--- src/cma_ram.sv ---
// cma_ram: generic single write port, single read port RAM, registered read.
// No dependencies.
module cma_ram #(
    parameter int WIDTH = 64,
    parameter int DEPTH = 64
) (
    input  logic                     clk,
    input  logic                     we,
    input  logic [$clog2(DEPTH)-1:0] waddr,
    input  logic [WIDTH-1:0]         wdata,
    input  logic                     re,
    input  logic [$clog2(DEPTH)-1:0] raddr,
    output logic [WIDTH-1:0]         rdata
);

    logic [WIDTH-1:0] mem [DEPTH];

    always_ff @(posedge clk)
    begin
        if (we)
        begin
            mem[waddr] <= wdata;
        end
        if (re)
        begin
            rdata <= mem[raddr];
        end
    end

endmodule

--- config.mk ---
export PLATFORM = sky130hd
export DESIGN_NAME = cma_ram
export DESIGN_NICKNAME = d
export VERILOG_FILES = /design/src/cma_ram.sv
export SDC_FILE = /design/constraint.sdc
export NUM_CORES = 2
export LEC_CHECK = 0
export BUFFER_PORTS_ARGS = -buffer_cell sky130_fd_sc_hd__buf_2
export CAP_MARGIN = 20
export CELL_PAD_IN_SITES_DETAIL_PLACEMENT = 1
export CELL_PAD_IN_SITES_GLOBAL_PLACEMENT = 2
export CORE_MARGIN = 2
export CORE_UTILIZATION = 35
export CTS_CLUSTER_SIZE = 10
export DETAILED_ROUTE_END_ITERATION = 12
export GPL_ROUTABILITY_DRIVEN = 0
export GPL_TIMING_DRIVEN = 0
export HOLD_SLACK_MARGIN = 0.02
export PLACE_DENSITY = 0.53
export SETUP_SLACK_MARGIN = 0.3
export SYNTH_ARGS = -nofsm -noshare
export SYNTH_HDL_FRONTEND = slang
export SYNTH_SLANG_ARGS = --single-unit
--- constraint.sdc ---
create_clock -name clk -period 10.19 [get_ports clk]
set_clock_uncertainty 0.1 [all_clocks]
set_input_delay 0 -clock clk [delete_from_list [all_inputs] [get_ports clk]]
set_output_delay 0 -clock clk [all_outputs]
set_load 0.03 [all_outputs]
==> results_dict.tcl <==
set metrics [dict create \
    syn_to_final_growth_pct 18.8 \
    numClockSinks 4160 \
    cts_root_buf "clkbuf_16" \
    numCtsBuffers 472 \
    fillCellCount 40700 \
    synth_warnings 0 \
    core_area_sq_um 446000 \
    synth_top_area_share_pct 79.6 \
    synth_area_leader_cell "edfxtp_1" \
    synth-seq-cells 4160 \
    worstHoldStart "wdata[51]" \
    drt_iter0_markers 7944 \
    first_global_vias 80900 \
    cts_resized 0 \
    via_per_inst 5.52 \
    finalCriticalPeriod_ns 3.87 \
    dpl_cell_area_sq_um 171000 \
    fmaxAchievable_ghz 0.258 \
    startpoint "raddr[2]" \
    multi_input_area_sq_um 30700 \
    crit_slowest_cell "a211oi_1" \
    hold_class "input pin to flip-flop" \
    setup_viol 0 \
    synth.area.top_cells "edfxtp_1 (80%), mux4_2 (15%), mux2i_1 (0.86%)" \
    synth.distinct_cells 32 \
    cts_tree "built" \
    cp_num_buf_inv 5 \
    cts_buffer_depth 4 \
    p_per_area_nw_per_um2 193 \
    syn-cell-area_sq_um 157000 \
    r2r_slack_ns 7.03 \
    worstPathRequired_ns 10.77 \
    r2r_end "rdata[38]" \
    fp-row-count 245 \
    post-route-period-util_pct 38.0 \
    rsz0062_at_grt "false" \
    leakagePower_nw 57.9 \
    status "finished clean" \
    drc 0 \
    grt_pass1_wl_mm 684 \
    maxCapViolations 0 \
    cts-htree-levels 5 \
    setup_ws_ns 6.32 \
    crit_family "buffers and inverters" \
    die-area_sq_um 454000 \
    detail-route-antenna-nets 0 \
    io_buffers 134 \
    cpPeakStageDelay_ns 0.84 \
    reg2reg_from "mem[61][38]" \
    reg2reg_depth 5 \
    wl_mm 499 \
    final_hold_viol_count 0 \
    path_depth 9 \
    grt_overflow_total 0 \
    hpwl_mm 345 \
    ir_drop_mv 0.145 \
    io_pins 143 \
    cp.arrival_ns 4.45 \
    whs_ns 0.0417 \
    hold_depth 2 \
    design_power_total_w 0.0361 \
    antenna_found_initial 52 \
    dieWidth_um 674 \
    final_layout_size_suffix_gt1_share_pct 29.4 \
    vias 76100 \
    end_kind "flip-flop" \
    place_ws_ns 5.04 \
    worst_pin_slew_ns 1.27 \
    timing.critical_path.mode_cell "buf_2" \
    crit_path_max_fanout 10 \
    synth_cells 6598 \
    instances_no_fill 13800 \
    clk_latency_ns 1.02 \
    final_cell_mix "edfxtp_1 (4160), mux4_2 (1024), clkbuf_16 (483), buf_2 (299), buf_12 (245)" \
    wire_per_inst_um 36.1 \
    die_h_um 674 \
    place_inst 13000 \
    first_pass_iters 6 \
    yosysSeqAreaShare_pct 79.6 \
    maxSlewViolCount 0 \
    grt_max_degree 65 \
    final_common_cell "edfxtp_1" \
    cp_cell_sequence "buf_2 -> buf_4 -> buf_2 -> buf_2 -> buf_4 -> mux2i_1 -> o22ai_1 -> a31oi_1 -> a211oi_1" \
    setup.worst_path.end "rdata[6]" \
    slew_headroom_pct 15.5 \
    cts.reportedPaths.clkPinSlew_ns 0.05 \
    track_usage_pct 21.9 \
    crit_path_start_kind "input pin" \
    final_area_sq_um 186000 \
    critPathKind "input pin to flip-flop" \
    seq_area_sq_um 125000 \
    final_nets 7773 \
    synth_nets 6677 \
    initial_core_util_pct 35.2 \
    synth_area_per_cell_sq_um 23.8 \
]
-- registers in the layout, summed over array words and instances, names as in the netlist --
signal and count:
mem 4096, rdata 64
-- per-layer routing --
metal  up-vias  routed length [um]  global-route usage [%]  share of wire [%]
met1     42700              216000                    30.5                 43
met3       546               24300                    2.85                4.9
met4         8               11800                    4.96                2.4
met2      2224              246000                    36.7                 49
li1      30600                   -                       -                  -
met5         -                  55                       0              0.011
-- metrics by stage --
step	setup TNS, ns	util, %
final	0	41.8
after CTS	0	41.6
after detailed placement	0	38.4
after floorplan	0	-
after global routing	0	41.8
after global placement	-437.32	37.0
-- power by group --
| part | switching, W | internal [W] | leakage (nW) | total, W |
|---|---|---|---|---|
| combinational | 0.00140 | 0.000720 | 14.2 | 0.00212 |
| sequential | 0.0000324 | 0.0190 | 37.5 | 0.0190 |
| clock | 0.00652 | 0.00839 | 6.23 | 0.0149 |
| total | 0.00795 | 0.0281 | 57.9 | 0.0361 |
-- worst min path at each step --
stage	end	slack, ns
after detailed placement	mem[54][21]	0.34
after floorplan	mem[0][0]	-0.001
after global routing	mem[6][0]	0.05
after CTS	mem[4][18]	0.03
final	mem[55][51]	0.04
after global placement	rdata[31]	0.39
-- Yosys cell counts --
library cell / count
nand2_1: 58
nand2b_1: 11
o22ai_1: 83
o221ai_1: 38
a22o_1: 88
clkbuf_1: 140
and3_1: 64
edfxtp_1: 4160
inv_1: 19
a31o_1: 1
nand4b_1: 1
a41oi_1: 26
buf_1: 20
and2_1: 3
or2_2: 28
a2bb2oi_1: 19
or3b_2: 1
nor2b_1: 28
a211oi_1: 63
nand3_1: 45
mux2i_1: 135
nor2_1: 112
a31oi_1: 18
buf_6: 6
mux4_2: 1024
nor3_1: 2
buf_4: 34
buf_2: 170
nand4_1: 2
nand3b_1: 2
a22oi_1: 168
or3_1: 29
-- logic make-up after synthesis --
group                  synth area share, %
buffers and inverters                 1.18
and+or+nand+nor                       1.23
AOI/OAI and AO/OA                     2.47
muxes                                 15.6
DFF                                   79.6
-- final cells by class --
cell class / count / share of cell area, %
multi-input cells: 2049 / 16.5
plain buffers: 370 / 0.957
diodes: 21 / 0.0282
inverters: 19 / 0.0383
well taps: 5928 / 3.98
clock buffers: 565 / 6.64
flip-flops and latches: 4160 / 67.0
repair buffers: 622 / 4.63
clock inverters: 59 / 0.239
-- repair_timing --
item | CTS | global route
setup buffers | 0 | 0
hold endpoints to repair | 4348 | 309
hold buffers | 146 | 21
Note: power is estimated with default switching activity, not from simulation.
